File: src/hdl/jkaos_pkg.sv
// ----------------------------------------------------------------------------
// jkaos_pkg
// shared types, character codes and register indexes of the keyed json array
// object splitter
// ----------------------------------------------------------------------------
`default_nettype none

package jkaos_pkg;

	localparam int unsigned MAX_KEY_LEN_DEF = 16;
	localparam int unsigned MAX_DEPTH_DEF   = 255;

	localparam int unsigned KEY_CHARS = 16;
	localparam int unsigned CFG_IDX_W = 2;

	localparam logic [CFG_IDX_W-1:0] REG_KEY_CHARS_LOW  = 2'd0;
	localparam logic [CFG_IDX_W-1:0] REG_KEY_CHARS_HIGH = 2'd1;
	localparam logic [CFG_IDX_W-1:0] REG_KEY_LENGTH     = 2'd2;

	localparam logic [7:0] CH_LBRACKET = 8'h5B;
	localparam logic [7:0] CH_RBRACKET = 8'h5D;
	localparam logic [7:0] CH_LBRACE   = 8'h7B;
	localparam logic [7:0] CH_RBRACE   = 8'h7D;
	localparam logic [7:0] CH_QUOTE    = 8'h22;
	localparam logic [7:0] CH_BSLASH   = 8'h5C;

	localparam logic [1:0] ST_KEY_NOT_FOUND = 2'd0;
	localparam logic [1:0] ST_NO_ARRAY      = 2'd1;
	localparam logic [1:0] ST_ARRAY_CLOSED  = 2'd2;
	localparam logic [1:0] ST_ENDED_IN_ARR  = 2'd3;

	localparam logic [15:0] COUNT_MAX = 16'hFFFF;

	typedef struct packed {
		logic [7:0] data_byte;
		logic       end_of_input;
	} item_t;

	typedef struct packed {
		logic [KEY_CHARS-1:0][7:0] chars;
		logic [4:0]                length;
	} key_cfg_t;

	typedef struct packed {
		logic [7:0]  byte_out;
		logic        is_object_byte;
		logic        object_last;
		logic        is_status;
		logic [1:0]  status;
		logic [15:0] object_count;
		logic        partial_dropped;
	} result_t;

endpackage

`default_nettype wire

File: src/hdl/jkaos_if.sv
// ----------------------------------------------------------------------------
// jkaos_if
// valid/ready channels of the splitter: text bytes, results and register writes
// ----------------------------------------------------------------------------
`default_nettype none

interface jkaos_in_if;
	logic       valid;
	logic       ready;
	logic [7:0] data_byte;
	logic       end_of_input;

	modport source (output valid, output data_byte, output end_of_input, input ready);
	modport sink (input valid, input data_byte, input end_of_input, output ready);
endinterface

interface jkaos_out_if;
	logic        valid;
	logic        ready;
	logic [7:0]  byte_out;
	logic        is_object_byte;
	logic        object_last;
	logic        is_status;
	logic [1:0]  status;
	logic [15:0] object_count;
	logic        partial_dropped;

	modport source (output valid, output byte_out, output is_object_byte,
		output object_last, output is_status, output status, output object_count,
		output partial_dropped, input ready);
	modport sink (input valid, input byte_out, input is_object_byte,
		input object_last, input is_status, input status, input object_count,
		input partial_dropped, output ready);
endinterface

interface jkaos_cfg_if;
	logic                           valid;
	logic                           ready;
	logic [jkaos_pkg::CFG_IDX_W-1:0] index;
	logic [63:0]                    data;

	modport source (output valid, output index, output data, input ready);
	modport sink (input valid, input index, input data, output ready);
endinterface

`default_nettype wire

File: src/hdl/jkaos_scan_core.sv
// ----------------------------------------------------------------------------
// jkaos_scan_core
// scan state and its next-state logic; yields at most one result per item
// ----------------------------------------------------------------------------
`default_nettype none

module jkaos_scan_core #(
	parameter int unsigned MAX_KEY_LEN = jkaos_pkg::MAX_KEY_LEN_DEF,
	parameter int unsigned MAX_DEPTH   = jkaos_pkg::MAX_DEPTH_DEF
) (
	input  wire logic               clk,
	input  wire logic               arst_n,
	input  wire jkaos_pkg::key_cfg_t key_cfg,
	input  wire jkaos_pkg::item_t    item,
	input  wire logic               step,
	output logic                    res_valid,
	output jkaos_pkg::result_t      res
);

	localparam int unsigned KPW = $clog2(MAX_KEY_LEN + 1);
	localparam int unsigned DW  = $clog2(MAX_DEPTH + 1);
	localparam logic [KPW-1:0] KEY_MAX = KPW'(MAX_KEY_LEN);
	localparam logic [DW-1:0]  DEPTH_MAX = DW'(MAX_DEPTH);

	typedef enum logic [2:0] {
		PH_KEY,
		PH_BRACKET,
		PH_ARRAY,
		PH_OBJECT,
		PH_DONE
	} phase_t;

	phase_t          phase_q, phase_n;
	logic            in_quotes_q, in_quotes_n;
	logic            escape_q, escape_n;
	logic [KPW-1:0]  key_pos_q, key_pos_n;
	logic            mismatch_q, mismatch_n;
	logic [DW-1:0]   depth_q, depth_n;
	logic [15:0]     done_q, done_n;

	logic [KPW-1:0]  eff_len;
	logic [7:0]      key_ch;
	logic [7:0]      c;
	logic [DW-1:0]   depth_dec;

	assign c = item.data_byte;
	assign eff_len = (key_cfg.length > 5'(MAX_KEY_LEN)) ? KEY_MAX : KPW'(key_cfg.length);
	assign key_ch = key_cfg.chars[4'(key_pos_q)];
	assign depth_dec = (depth_q != '0) ? depth_q - DW'(1) : depth_q;

	always_comb begin
		phase_n     = phase_q;
		in_quotes_n = in_quotes_q;
		escape_n    = escape_q;
		key_pos_n   = key_pos_q;
		mismatch_n  = mismatch_q;
		depth_n     = depth_q;
		done_n      = done_q;
		res_valid   = 1'b0;
		res         = '0;

		if (item.end_of_input) begin
			res.is_status    = 1'b1;
			res.object_count = done_q;
			case (phase_q)
				PH_KEY: begin
					res_valid  = 1'b1;
					res.status = jkaos_pkg::ST_KEY_NOT_FOUND;
				end
				PH_BRACKET: begin
					res_valid  = 1'b1;
					res.status = jkaos_pkg::ST_NO_ARRAY;
				end
				PH_ARRAY: begin
					res_valid  = 1'b1;
					res.status = jkaos_pkg::ST_ENDED_IN_ARR;
				end
				PH_OBJECT: begin
					res_valid           = 1'b1;
					res.status          = jkaos_pkg::ST_ENDED_IN_ARR;
					res.partial_dropped = 1'b1;
				end
				default: begin
					res_valid = 1'b0;
				end
			endcase
			phase_n     = PH_KEY;
			in_quotes_n = 1'b0;
			escape_n    = 1'b0;
			key_pos_n   = '0;
			mismatch_n  = 1'b0;
			depth_n     = '0;
			done_n      = '0;
		end else begin
			case (phase_q)
				PH_KEY: begin
					if (escape_q) begin
						escape_n = 1'b0;
					end else if (c == jkaos_pkg::CH_BSLASH && in_quotes_q) begin
						escape_n = 1'b1;
					end else if (c == jkaos_pkg::CH_QUOTE) begin
						if (!in_quotes_q) begin
							in_quotes_n = 1'b1;
							key_pos_n   = '0;
							mismatch_n  = 1'b0;
						end else begin
							in_quotes_n = 1'b0;
							if (!mismatch_q && key_pos_q == eff_len) begin
								phase_n = PH_BRACKET;
							end
						end
					end else if (in_quotes_q && !mismatch_q) begin
						if (key_pos_q < eff_len && c == key_ch) begin
							key_pos_n = key_pos_q + KPW'(1);
						end else begin
							mismatch_n = 1'b1;
						end
					end
				end
				PH_BRACKET: begin
					if (c == jkaos_pkg::CH_LBRACKET) begin
						phase_n = PH_ARRAY;
					end else if (c == jkaos_pkg::CH_RBRACKET || c == jkaos_pkg::CH_RBRACE) begin
						res_valid        = 1'b1;
						res.is_status    = 1'b1;
						res.status       = jkaos_pkg::ST_NO_ARRAY;
						res.object_count = done_q;
						phase_n          = PH_DONE;
					end
				end
				PH_ARRAY: begin
					if (c == jkaos_pkg::CH_LBRACE) begin
						in_quotes_n        = 1'b0;
						escape_n           = 1'b0;
						depth_n            = DW'(1);
						phase_n            = PH_OBJECT;
						res_valid          = 1'b1;
						res.byte_out       = c;
						res.is_object_byte = 1'b1;
					end else if (c == jkaos_pkg::CH_RBRACKET) begin
						res_valid        = 1'b1;
						res.is_status    = 1'b1;
						res.status       = jkaos_pkg::ST_ARRAY_CLOSED;
						res.object_count = done_q;
						phase_n          = PH_DONE;
					end
				end
				PH_OBJECT: begin
					res_valid          = 1'b1;
					res.byte_out       = c;
					res.is_object_byte = 1'b1;
					if (escape_q) begin
						escape_n = 1'b0;
					end else if (c == jkaos_pkg::CH_BSLASH && in_quotes_q) begin
						escape_n = 1'b1;
					end else if (c == jkaos_pkg::CH_QUOTE) begin
						in_quotes_n = !in_quotes_q;
					end else if (!in_quotes_q) begin
						if (c == jkaos_pkg::CH_LBRACE) begin
							if (depth_q < DEPTH_MAX) begin
								depth_n = depth_q + DW'(1);
							end
						end else if (c == jkaos_pkg::CH_RBRACE) begin
							depth_n = depth_dec;
							if (depth_dec == '0) begin
								res.object_last = 1'b1;
								phase_n         = PH_ARRAY;
								if (done_q != jkaos_pkg::COUNT_MAX) begin
									done_n = done_q + 16'd1;
								end
							end
						end
					end
				end
				default: begin
					phase_n = phase_q;
				end
			endcase
		end
	end

	always_ff @(posedge clk or negedge arst_n) begin
		if (!arst_n) begin
			phase_q     <= PH_KEY;
			in_quotes_q <= 1'b0;
			escape_q    <= 1'b0;
			key_pos_q   <= '0;
			mismatch_q  <= 1'b0;
			depth_q     <= '0;
			done_q      <= '0;
		end else if (step) begin
			phase_q     <= phase_n;
			in_quotes_q <= in_quotes_n;
			escape_q    <= escape_n;
			key_pos_q   <= key_pos_n;
			mismatch_q  <= mismatch_n;
			depth_q     <= depth_n;
			done_q      <= done_n;
		end
	end

endmodule

`default_nettype wire

File: src/hdl/jkaos_out_stage.sv
// ----------------------------------------------------------------------------
// jkaos_out_stage
// result register in front of the output channel
// ----------------------------------------------------------------------------
`default_nettype none

module jkaos_out_stage (
	input  wire logic              clk,
	input  wire logic              arst_n,
	input  wire logic              load,
	input  wire jkaos_pkg::result_t res,
	output logic                   busy,
	jkaos_out_if.source            result
);

	logic               valid_q;
	jkaos_pkg::result_t res_q;

	assign busy = valid_q && !result.ready;

	always_ff @(posedge clk or negedge arst_n) begin
		if (!arst_n) begin
			valid_q <= 1'b0;
		end else if (!busy) begin
			valid_q <= load;
		end
	end

	always_ff @(posedge clk) begin
		if (!busy && load) begin
			res_q <= res;
		end
	end

	assign result.valid           = valid_q;
	assign result.byte_out        = res_q.byte_out;
	assign result.is_object_byte  = res_q.is_object_byte;
	assign result.object_last     = res_q.object_last;
	assign result.is_status       = res_q.is_status;
	assign result.status          = res_q.status;
	assign result.object_count    = res_q.object_count;
	assign result.partial_dropped = res_q.partial_dropped;

endmodule

`default_nettype wire

File: src/hdl/json_keyed_array_object_splitter_top.sv
// ----------------------------------------------------------------------------
// json_keyed_array_object_splitter_top
// finds a keyed json array in a byte stream and passes out its objects
// ----------------------------------------------------------------------------
// Takes one text byte per cycle unless the output stalls: a byte goes
// into the input register, the scan logic updates its state and forms the
// result in the same cycle, and the result register holds it for the output
// channel, so a byte's result is offered on the output channel once it has
// passed the input register and then the result register. A new byte is taken
// every cycle unless the input register holds a byte while a result waits in
// the output register and the sink is not ready. Register writes must come
// only while the block is idle; the key is compared from the 16 stored
// characters up to key_length, clamped to MAX_KEY_LEN.
`default_nettype none

module json_keyed_array_object_splitter_top #(
	parameter int unsigned MAX_KEY_LEN = jkaos_pkg::MAX_KEY_LEN_DEF,
	parameter int unsigned MAX_DEPTH   = jkaos_pkg::MAX_DEPTH_DEF
) (
	input wire logic    clk,
	input wire logic    arst_n,
	jkaos_in_if.sink    text,
	jkaos_out_if.source result,
	jkaos_cfg_if.sink   cfg
);

	logic [63:0]         key_low_q;
	logic [63:0]         key_high_q;
	logic [4:0]          key_len_q;
	jkaos_pkg::key_cfg_t key_cfg;

	logic                valid_s1;
	jkaos_pkg::item_t    item_s1;
	logic                step;
	logic                busy;
	logic                res_valid;
	jkaos_pkg::result_t  res;

	assign cfg.ready = 1'b1;

	always_ff @(posedge clk or negedge arst_n) begin
		if (!arst_n) begin
			key_low_q  <= '0;
			key_high_q <= '0;
			key_len_q  <= 5'd1;
		end else if (cfg.valid) begin
			case (cfg.index)
				jkaos_pkg::REG_KEY_CHARS_LOW: begin
					key_low_q <= cfg.data;
				end
				jkaos_pkg::REG_KEY_CHARS_HIGH: begin
					key_high_q <= cfg.data;
				end
				jkaos_pkg::REG_KEY_LENGTH: begin
					key_len_q <= cfg.data[4:0];
				end
				default: begin
					key_len_q <= key_len_q;
				end
			endcase
		end
	end

	assign key_cfg.chars  = {key_high_q, key_low_q};
	assign key_cfg.length = key_len_q;

	assign step       = valid_s1 && !busy;
	assign text.ready = !valid_s1 || !busy;

	always_ff @(posedge clk or negedge arst_n) begin
		if (!arst_n) begin
			valid_s1 <= 1'b0;
		end else if (text.ready) begin
			valid_s1 <= text.valid;
		end
	end

	always_ff @(posedge clk) begin
		if (text.ready && text.valid) begin
			item_s1.data_byte    <= text.data_byte;
			item_s1.end_of_input <= text.end_of_input;
		end
	end

	jkaos_scan_core #(
		.MAX_KEY_LEN (MAX_KEY_LEN),
		.MAX_DEPTH   (MAX_DEPTH)
	) u_core (
		.clk       (clk),
		.arst_n    (arst_n),
		.key_cfg   (key_cfg),
		.item      (item_s1),
		.step      (step),
		.res_valid (res_valid),
		.res       (res)
	);

	jkaos_out_stage u_out (
		.clk    (clk),
		.arst_n (arst_n),
		.load   (step && res_valid),
		.res    (res),
		.busy   (busy),
		.result (result)
	);

endmodule

`default_nettype wire

File: src/flat_wrapper.sv
// flat-port wrapper written by rule: the top's interface ports become plain ports
module json_keyed_array_object_splitter_top_flat 
#(
	parameter int unsigned MAX_KEY_LEN = jkaos_pkg::MAX_KEY_LEN_DEF,
	parameter int unsigned MAX_DEPTH   = jkaos_pkg::MAX_DEPTH_DEF
)
  (clk, arst_n, text_valid, text_data_byte, text_end_of_input, text_ready, result_valid, result_byte_out, result_is_object_byte, result_object_last, result_is_status, result_status, result_object_count, result_partial_dropped, result_ready, cfg_valid, cfg_index, cfg_data, cfg_ready);
  jkaos_in_if text_i ();
  jkaos_out_if result_i ();
  jkaos_cfg_if cfg_i ();
  input wire logic clk;
  input wire logic arst_n;
  input wire logic [$bits(text_i.valid)-1:0] text_valid;
  input wire logic [$bits(text_i.data_byte)-1:0] text_data_byte;
  input wire logic [$bits(text_i.end_of_input)-1:0] text_end_of_input;
  output wire logic [$bits(text_i.ready)-1:0] text_ready;
  output wire logic [$bits(result_i.valid)-1:0] result_valid;
  output wire logic [$bits(result_i.byte_out)-1:0] result_byte_out;
  output wire logic [$bits(result_i.is_object_byte)-1:0] result_is_object_byte;
  output wire logic [$bits(result_i.object_last)-1:0] result_object_last;
  output wire logic [$bits(result_i.is_status)-1:0] result_is_status;
  output wire logic [$bits(result_i.status)-1:0] result_status;
  output wire logic [$bits(result_i.object_count)-1:0] result_object_count;
  output wire logic [$bits(result_i.partial_dropped)-1:0] result_partial_dropped;
  input wire logic [$bits(result_i.ready)-1:0] result_ready;
  input wire logic [$bits(cfg_i.valid)-1:0] cfg_valid;
  input wire logic [$bits(cfg_i.index)-1:0] cfg_index;
  input wire logic [$bits(cfg_i.data)-1:0] cfg_data;
  output wire logic [$bits(cfg_i.ready)-1:0] cfg_ready;
  assign text_i.valid = text_valid;
  assign text_i.data_byte = text_data_byte;
  assign text_i.end_of_input = text_end_of_input;
  assign text_ready = text_i.ready;
  assign result_valid = result_i.valid;
  assign result_byte_out = result_i.byte_out;
  assign result_is_object_byte = result_i.is_object_byte;
  assign result_object_last = result_i.object_last;
  assign result_is_status = result_i.is_status;
  assign result_status = result_i.status;
  assign result_object_count = result_i.object_count;
  assign result_partial_dropped = result_i.partial_dropped;
  assign result_i.ready = result_ready;
  assign cfg_i.valid = cfg_valid;
  assign cfg_i.index = cfg_index;
  assign cfg_i.data = cfg_data;
  assign cfg_ready = cfg_i.ready;
  json_keyed_array_object_splitter_top #(.MAX_KEY_LEN(MAX_KEY_LEN), .MAX_DEPTH(MAX_DEPTH)) u_core (.clk(clk), .arst_n(arst_n), .text(text_i), .result(result_i), .cfg(cfg_i));
endmodule
File: config.mk
export PLATFORM = sky130hd
export DESIGN_NAME = json_keyed_array_object_splitter_top_flat
export DESIGN_NICKNAME = d
export VERILOG_FILES = /design/src/hdl/jkaos_pkg.sv /design/src/hdl/jkaos_if.sv /design/src/hdl/jkaos_scan_core.sv /design/src/hdl/jkaos_out_stage.sv /design/src/hdl/json_keyed_array_object_splitter_top.sv /design/src/flat_wrapper.sv
export SDC_FILE = /design/constraint.sdc
export NUM_CORES = 1
export LEC_CHECK = 0
export ABC_AREA = 1
export ABC_CLOCK_PERIOD_IN_PS = 4700
export BUFFER_PORTS_ARGS = -buffer_cell sky130_fd_sc_hd__buf_2
export CORE_MARGIN = 2
export CORE_UTILIZATION = 60
export CTS_BUF_LIST = sky130_fd_sc_hd__clkbuf_8
export DETAILED_ROUTE_END_ITERATION = 12
export PLACE_DENSITY_LB_ADDON = 0.1
export SETUP_SLACK_MARGIN = 0.5
export SLEW_MARGIN = 20
export SYNTH_ARGS = -nofsm -noshare
export SYNTH_HDL_FRONTEND = slang
export SYNTH_SLANG_ARGS = --single-unit
File: constraint.sdc
create_clock -name clk -period 4.7 [get_ports clk]
set_input_delay 0.235 -clock clk [delete_from_list [all_inputs] [get_ports clk]]
set_output_delay 0.235 -clock clk [all_outputs]
set_load 0.005 [all_outputs]
# Word-level counts from Yosys, hierarchy flattened
# Cells that the tools add are included.
[totals]
reg_bits = 209
latch_bits = 0
ramBits = 0
rom_bits = 0
wordCells = 205
memories = 0
[classes]
addsub = 4
n_mul = 0
div_mod_pow = 0
n_lt_le_gt_ge = 4
eq_ne = 39
n_shift = 0
muxes = 90
n_bitwise = 2
n_reduce_logical = 45
[op_table]
columns = ["operator", "n"]
rows = [
  ["16-bit two-way mux", 10],
  ["8-bit two-way mux", 11],
  ["19-bit two-way mux", 4],
  ["3-bit two-way mux", 17],
  ["3-bit by 2-bit inequality test with 1-bit output, second input constant", 16],
  ["5-bit two-way mux", 9],
  ["8-bit by 7-bit equality test with 1-bit output, second input constant", 5],
  ["19-bit case mux with 2 select lines", 1],
  ["8-bit binary-select mux with 4-bit select", 1],
  ["1-bit two-way mux", 28],
  ["18-bit two-way mux", 1],
  ["9-bit case mux with 2 select lines", 1],
  ["9-bit AND reduction", 2],
  ["16-bit by 1-bit adder with 16-bit output, second input constant", 1],
  ["16-bit inequality test, second input constant", 1],
  ["4-bit by 3-bit inequality test with 1-bit output, second input constant", 4],
  ["8-bit case mux with 2 select lines", 1],
  ["16-bit AND reduction", 1],
  ["7-bit AND reduction", 2],
  ["3-bit case mux with 4 select lines", 1],
  ["3-bit nonzero test", 4],
  ["2-bit by 1-bit inequality test with 1-bit output, second input constant", 5],
  ["10-bit AND reduction", 1],
  ["2-bit nonzero test", 5],
  ["other kinds (33)", 52],
]

# Logic depth before layout (Yosys ltp)
[logic_depth]
word_depth = 12
ltp_mapped = 16
mapped_depth_nobuf = 15

# Modules after synthesis
# A second synthesis with hierarchy kept.
[hier_totals]
hier_cells = 1544
area_unflattened_um2 = 11715.0
[by_module_without_submodules]
columns = ["module", "instances", "cells_each", "area_each_um2"]
rows = [
  ["json_keyed_array_object_splitter_top", 1, 606, 5901.9],
  ["jkaos_scan_core", 1, 901, 4854.7],
  ["jkaos_out_stage", 1, 37, 958.4],
]

# Worst setup path after synthesis
# Ideal clock, no wire load.
[synth_timing]
path_kind = "register to register"
startpoint = "register u_core.key_len_q[1]"
endpoint = "register u_core.u_core.key_pos_q[2]"
setup_ps = 118
t_arrival_ps = 2215
path_slack_ps = 2367
stages_incl_launch_ff = 14
period_less_slack_ps = 2333
cell_sequence = "dfrtp_1 -> o41ai_1 -> nand2_1 -> ha_1 -> a21oi_1 -> o22ai_1 -> nor3_1 -> nand2_1 -> nor2_1 -> nand2_1 -> nor2_1 -> nand3_1 -> nand3_1 -> nand2_1"
[synth_between]
elab_chain_cells = 6
[synth_lines]
columns = ["item", "line", "text"]
rows = [
  ["from (decl)", "json_keyed_array_object_splitter_top.sv:29", "logic [4:0] key_len_q;"],
  ["from (signal assigned)", "json_keyed_array_object_splitter_top.sv:55", "key_len_q <= cfg.data[4:0];"],
  ["from (signal assigned)", "json_keyed_array_object_splitter_top.sv:58", "key_len_q <= key_len_q;"],
  ["5-bit greater-than comparator", "jkaos_scan_core.sv:47", "assign eff_len = (key_cfg.length > 5'(MAX_KEY_LEN)) ? KEY_MAX : KPW'(key_cfg.length);"],
  ["5-bit two-way mux *", "jkaos_scan_core.sv:47", ""],
  ["5-bit less-than comparator *", "jkaos_scan_core.sv:113", "if (key_pos_q < eff_len && c == key_ch) begin"],
  ["1-bit logical AND *", "jkaos_scan_core.sv:113", ""],
  ["3-bit nonzero test (no source line) *", "--", ""],
  ["7-bit AND reduction (no source line) *", "--", ""],
  ["to (signal assigned)", "jkaos_scan_core.sv:195", "key_pos_q <= key_pos_n;"],
  ["to (decl)", "jkaos_scan_core.sv:36", "logic [KPW-1:0] key_pos_q, key_pos_n;"],
]
# Mark *: on every way between the ends. The rest lies on a longest branch, timed or not.
# A chain may end at the register's enable or synchronous reset.

# Worst setup path after layout
[layout_timing]
startpoint = "register u_core.item_s1[3] (netlist bit)"
endpoint = "register u_core.u_core.depth_q[0]"
[layout_between]
elab_chain_cells = 8
[layout_lines]
columns = ["item", "line", "text"]
rows = [
  ["from (decl)", "json_keyed_array_object_splitter_top.sv:33", "jkaos_pkg::item_t item_s1;"],
  ["8-bit by 7-bit equality test with 1-bit output", "jkaos_scan_core.sv:132, jkaos_scan_core.sv:159", ""],
  ["8-bit two-way mux", "jkaos_scan_core.sv:159", "if (c == jkaos_pkg::CH_LBRACE) begin"],
  ["8-bit two-way mux", "jkaos_scan_core.sv:158", "end else if (!in_quotes_q) begin"],
  ["8-bit two-way mux", "jkaos_scan_core.sv:156", "end else if (c == jkaos_pkg::CH_QUOTE) begin"],
  ["8-bit two-way mux", "jkaos_scan_core.sv:154", "end else if (c == jkaos_pkg::CH_BSLASH && in_quotes_q) begin"],
  ["8-bit two-way mux", "jkaos_scan_core.sv:152", "if (escape_q) begin"],
  ["8-bit case mux with 2 select lines", "jkaos_scan_core.sv:95", "case (phase_q)"],
  ["8-bit two-way mux", "jkaos_scan_core.sv:62", "if (item.end_of_input) begin"],
  ["to (signal assigned)", "jkaos_scan_core.sv:197", "depth_q <= depth_n;"],
  ["to (decl)", "jkaos_scan_core.sv:38", "logic [DW-1:0] depth_q, depth_n;"],
]
# Parallel ways exist; a longest one is shown, timed or not. The select of a mux whose other input is x is not followed.

==> summary.txt <==
Area of the multi-input gates - 4460 um2
Top area cells in the synthesized netlist - dfrtp_1 (38%), nand2_1 (15%), edfxtp_1 (11%)
Crit path max-delay cell type - nor2_1
Final core utilization - 0.712
Status - completed
Cell Pwr Density - 372 nW/um2
Setup Buffers After CTS - 0
Post-synth top cells - nand2_1 (432), inv_1 (205), dfrtp_1 (169)
Netlist cell types - 44
N_diodes - 0
Synthesized flop and latch total - 209
Comb power frac - 0.198
Fin crit share - 0.625
Slew @ Worst Pin - 1.08 ns
Reg area - 5430 um2
Initial Util - 0.612
Vias per cell - 5.33
DP Wirelength - 17800 um
Final setup fails - 0
Min Hold Slack - 0.00333 ns
Ys Warns - 0
Post-Place Cells - 1705
IR drop worst, VDD - 251 uV
Post-route ant nets - 0
# rows - 49
Initial antenna violation count - 0
Internal power - 3.27 mW
Clock latency on the worst-skew pair - 0.53 ns
Post-Syn Instances - 1423
Worst r2r src - u_core.item_s1[3]$_DFFE_PP_
Achievable Freq - 0.340 GHz
CTS buffer count - 38
EDFF count, synth - 39
Total Neg Setup Slack - 0 ns
Count leader, synth - nand2_1
Pre-CTS WS - 1.58 ns
Worst Path Required - 5.09 ns
Worst setup SP type - flop
Routed len/inst - 15.0 um
Placed Area - 11600 um2
Remaining global-route overflow - 0
Fillcell total - 1512
WHS Endpoint - u_core.key_high_q[28]$_DFFE_PN0P_
CP arrival - 3.33 ns
Die width - 139 um
Hold Crit Class - primary input to flop
CP Capture Type - flop
# IOs - 113
Htree depth - 2
Switch share - 0.312
Detailed Route Iter0 Violations - 911
First-pass GRT wire length - 44900 um
Ys flop type - dfrtp_1
Hold-fix buffers, CTS - 51
Layout Area Growth over Synthesis - 16.5%
Yosys top cell by area - dfrtp_1
Design Power - 4.76 mW
Total number of vias - 9711
Nets - 1657
Global-route usage over all layers - 0.284
Number of global-route vias before repair - 9248
Synthesized area - 11000 um2
Reg clk slew, reported paths - 0.06 ns
Endpoints failing hold - 0
Largest net degree at the start of global routing - 129
CP most frequent cell - inv_1
CTS tree - built
Top cell type's share of synthesized area - 0.385
Clock power frac - 0.325
Worst path cell trace - nor2_1, nand3_1, nor2_1, inv_1, o21ai_0, inv_1, o21ai_1, nand2_1, inv_1, o21ai_0
Kind of critical path - flop to flop
Die Ht - 139 um
Reg2reg path depth - 10
PnR worst setup slack - 1.76 ns
Max stage delay on crit path - 0.62 ns
Fin area - 12800 um2
Worst reg2reg setup slack - 1.76 ns
Post-synthesis sequential area ratio - 0.494
RSZ-0062 raised after global routing - no
Post-route clock skew - 0.0145 ns
Max Fanout on Critical Path - 12
Clk sinks - 209
Crit path launch - u_core.item_s1[3]$_DFFE_PP_
Placer Congestion - 0.918
Syn_nets - 1513
Clk buf depth - 3
Layout Cells excl Fill - 1822
Mean Syn Cell Area - 7.72 um2
Reg power frac - 0.476
Fin crit period - 2.94 ns
Max cap viols - 0
Routed wire length - 27300 um
Post-cts sizing count - 0
P_sw - 1.49 mW
Area of the core - 18000 um2
Reg-to-reg endpoint - u_core.u_core.depth_q[0]$_DFFE_PN0P_
Hold Path Depth - 3
Die area - 19400 um2
Slew Viols, Final - 0
Root Buffer - clkbuf_8
Leak - 6.65 nW
Initial DRT Pass Iterations - 7
Max_slew headroom - 0.281
Synth async-reset ratio - 0.813
Number of port buffers - 111
Proportion of layout cells with a drive suffix above 1 - 0.137
Drt drc - 0
Hold wc startpoint - cfg_data[28]
layer usage:
metal	GRT usage	vias to the layer above	part of all wire
li1	-	4802	-
met3	0.0389	64	0.073
met5	0	-	0
met2	0.447	396	0.45
met4	0.0973	0	0.029
met1	0.408	4449	0.45
area by class of cell:
cell class,count,share of cell area
multi-input combinational,935,0.349
timing repair buffer,170,0.0888
inverter,213,0.0625
clock inverter,24,0.00802
tap,229,0.0224
clock buffer,42,0.0452
sequential,209,0.424
how the worst max path moves through the flow:
stage | endpoint | slack, ns
after detailed placement | u_core.u_out.result.byte_out[0]$_SDFFCE_PP0P_ | 1.58
after global placement | u_core.u_out.result.object_count[2]$_DFFE_PP_ | 1.78
after global routing | u_core.u_core.depth_q[0]$_DFFE_PN0P_ | 1.40
final | u_core.u_core.depth_q[0]$_DFFE_PN0P_ | 1.76
after CTS | u_core.u_out.result.partial_dropped$_SDFFCE_PN0P_ | 1.59
after floorplan | u_core.u_core.key_pos_q[2]$_DFFE_PN0P_ | 2.37
registers in the layout, summed over array words and instances (netlist names), 2 cells and up:
signal / cells
u_core.u_core.depth_q: 8
u_core.u_core.key_pos_q: 5
u_core.u_out.result.byte_out: 8
u_core.u_core.done_q: 16
u_core.key_len_q: 5
u_core.item_s1: 9
u_core.key_high_q: 64
u_core.u_out.result.object_count: 16
u_core.key_low_q: 64
u_core.u_core.phase_q: 3
u_core.u_out.result.status: 2
cells by family (layout without fill, tap and decap cells):
group                      Yosys count  in the layout  synth area share
adders and majority gates           10             10            0.0114
other                                1              1          0.000341
DFF                                209            209             0.494
buffers and inverters              279            449             0.102
AOI/OAI and AO/OA                  208            208             0.101
xor gates and xnor gates            26             26            0.0207
and+or+nand+nor                    690            690             0.270
worst max-delay path, delay by kind of cell (launching register included):
family | cells | cell delay [ns]
buf+inv | 3 | 0.61
compound gates | 3 | 0.53
flops | 1 | 0.45
simple gates | 4 | 1.22
power groups by stage:
stage	registers (mW)	logic, mW	clock network, mW
after floorplan	2.26	0.647	0
after global placement	2.28	0.879	0
after detailed placement	2.29	0.898	0
after CTS	2.26	0.937	1.58
after global routing	2.30	1.08	1.66
final	2.27	0.944	1.55
cell usage in the layout, fill, tap and decap left out, types with 19 or more instances in the layout:
cell type      count
nand2_1          432
inv_1            223
dfrtp_1          168
o21ai_0          164
nand3_1          125
buf_2            110
nor2_1            63
dlygate4sd3_1     51
clkbuf_8          42
edfxtp_1          39
xor2_1            23
nand4_1           19
(Power assumes the default switching activity.)
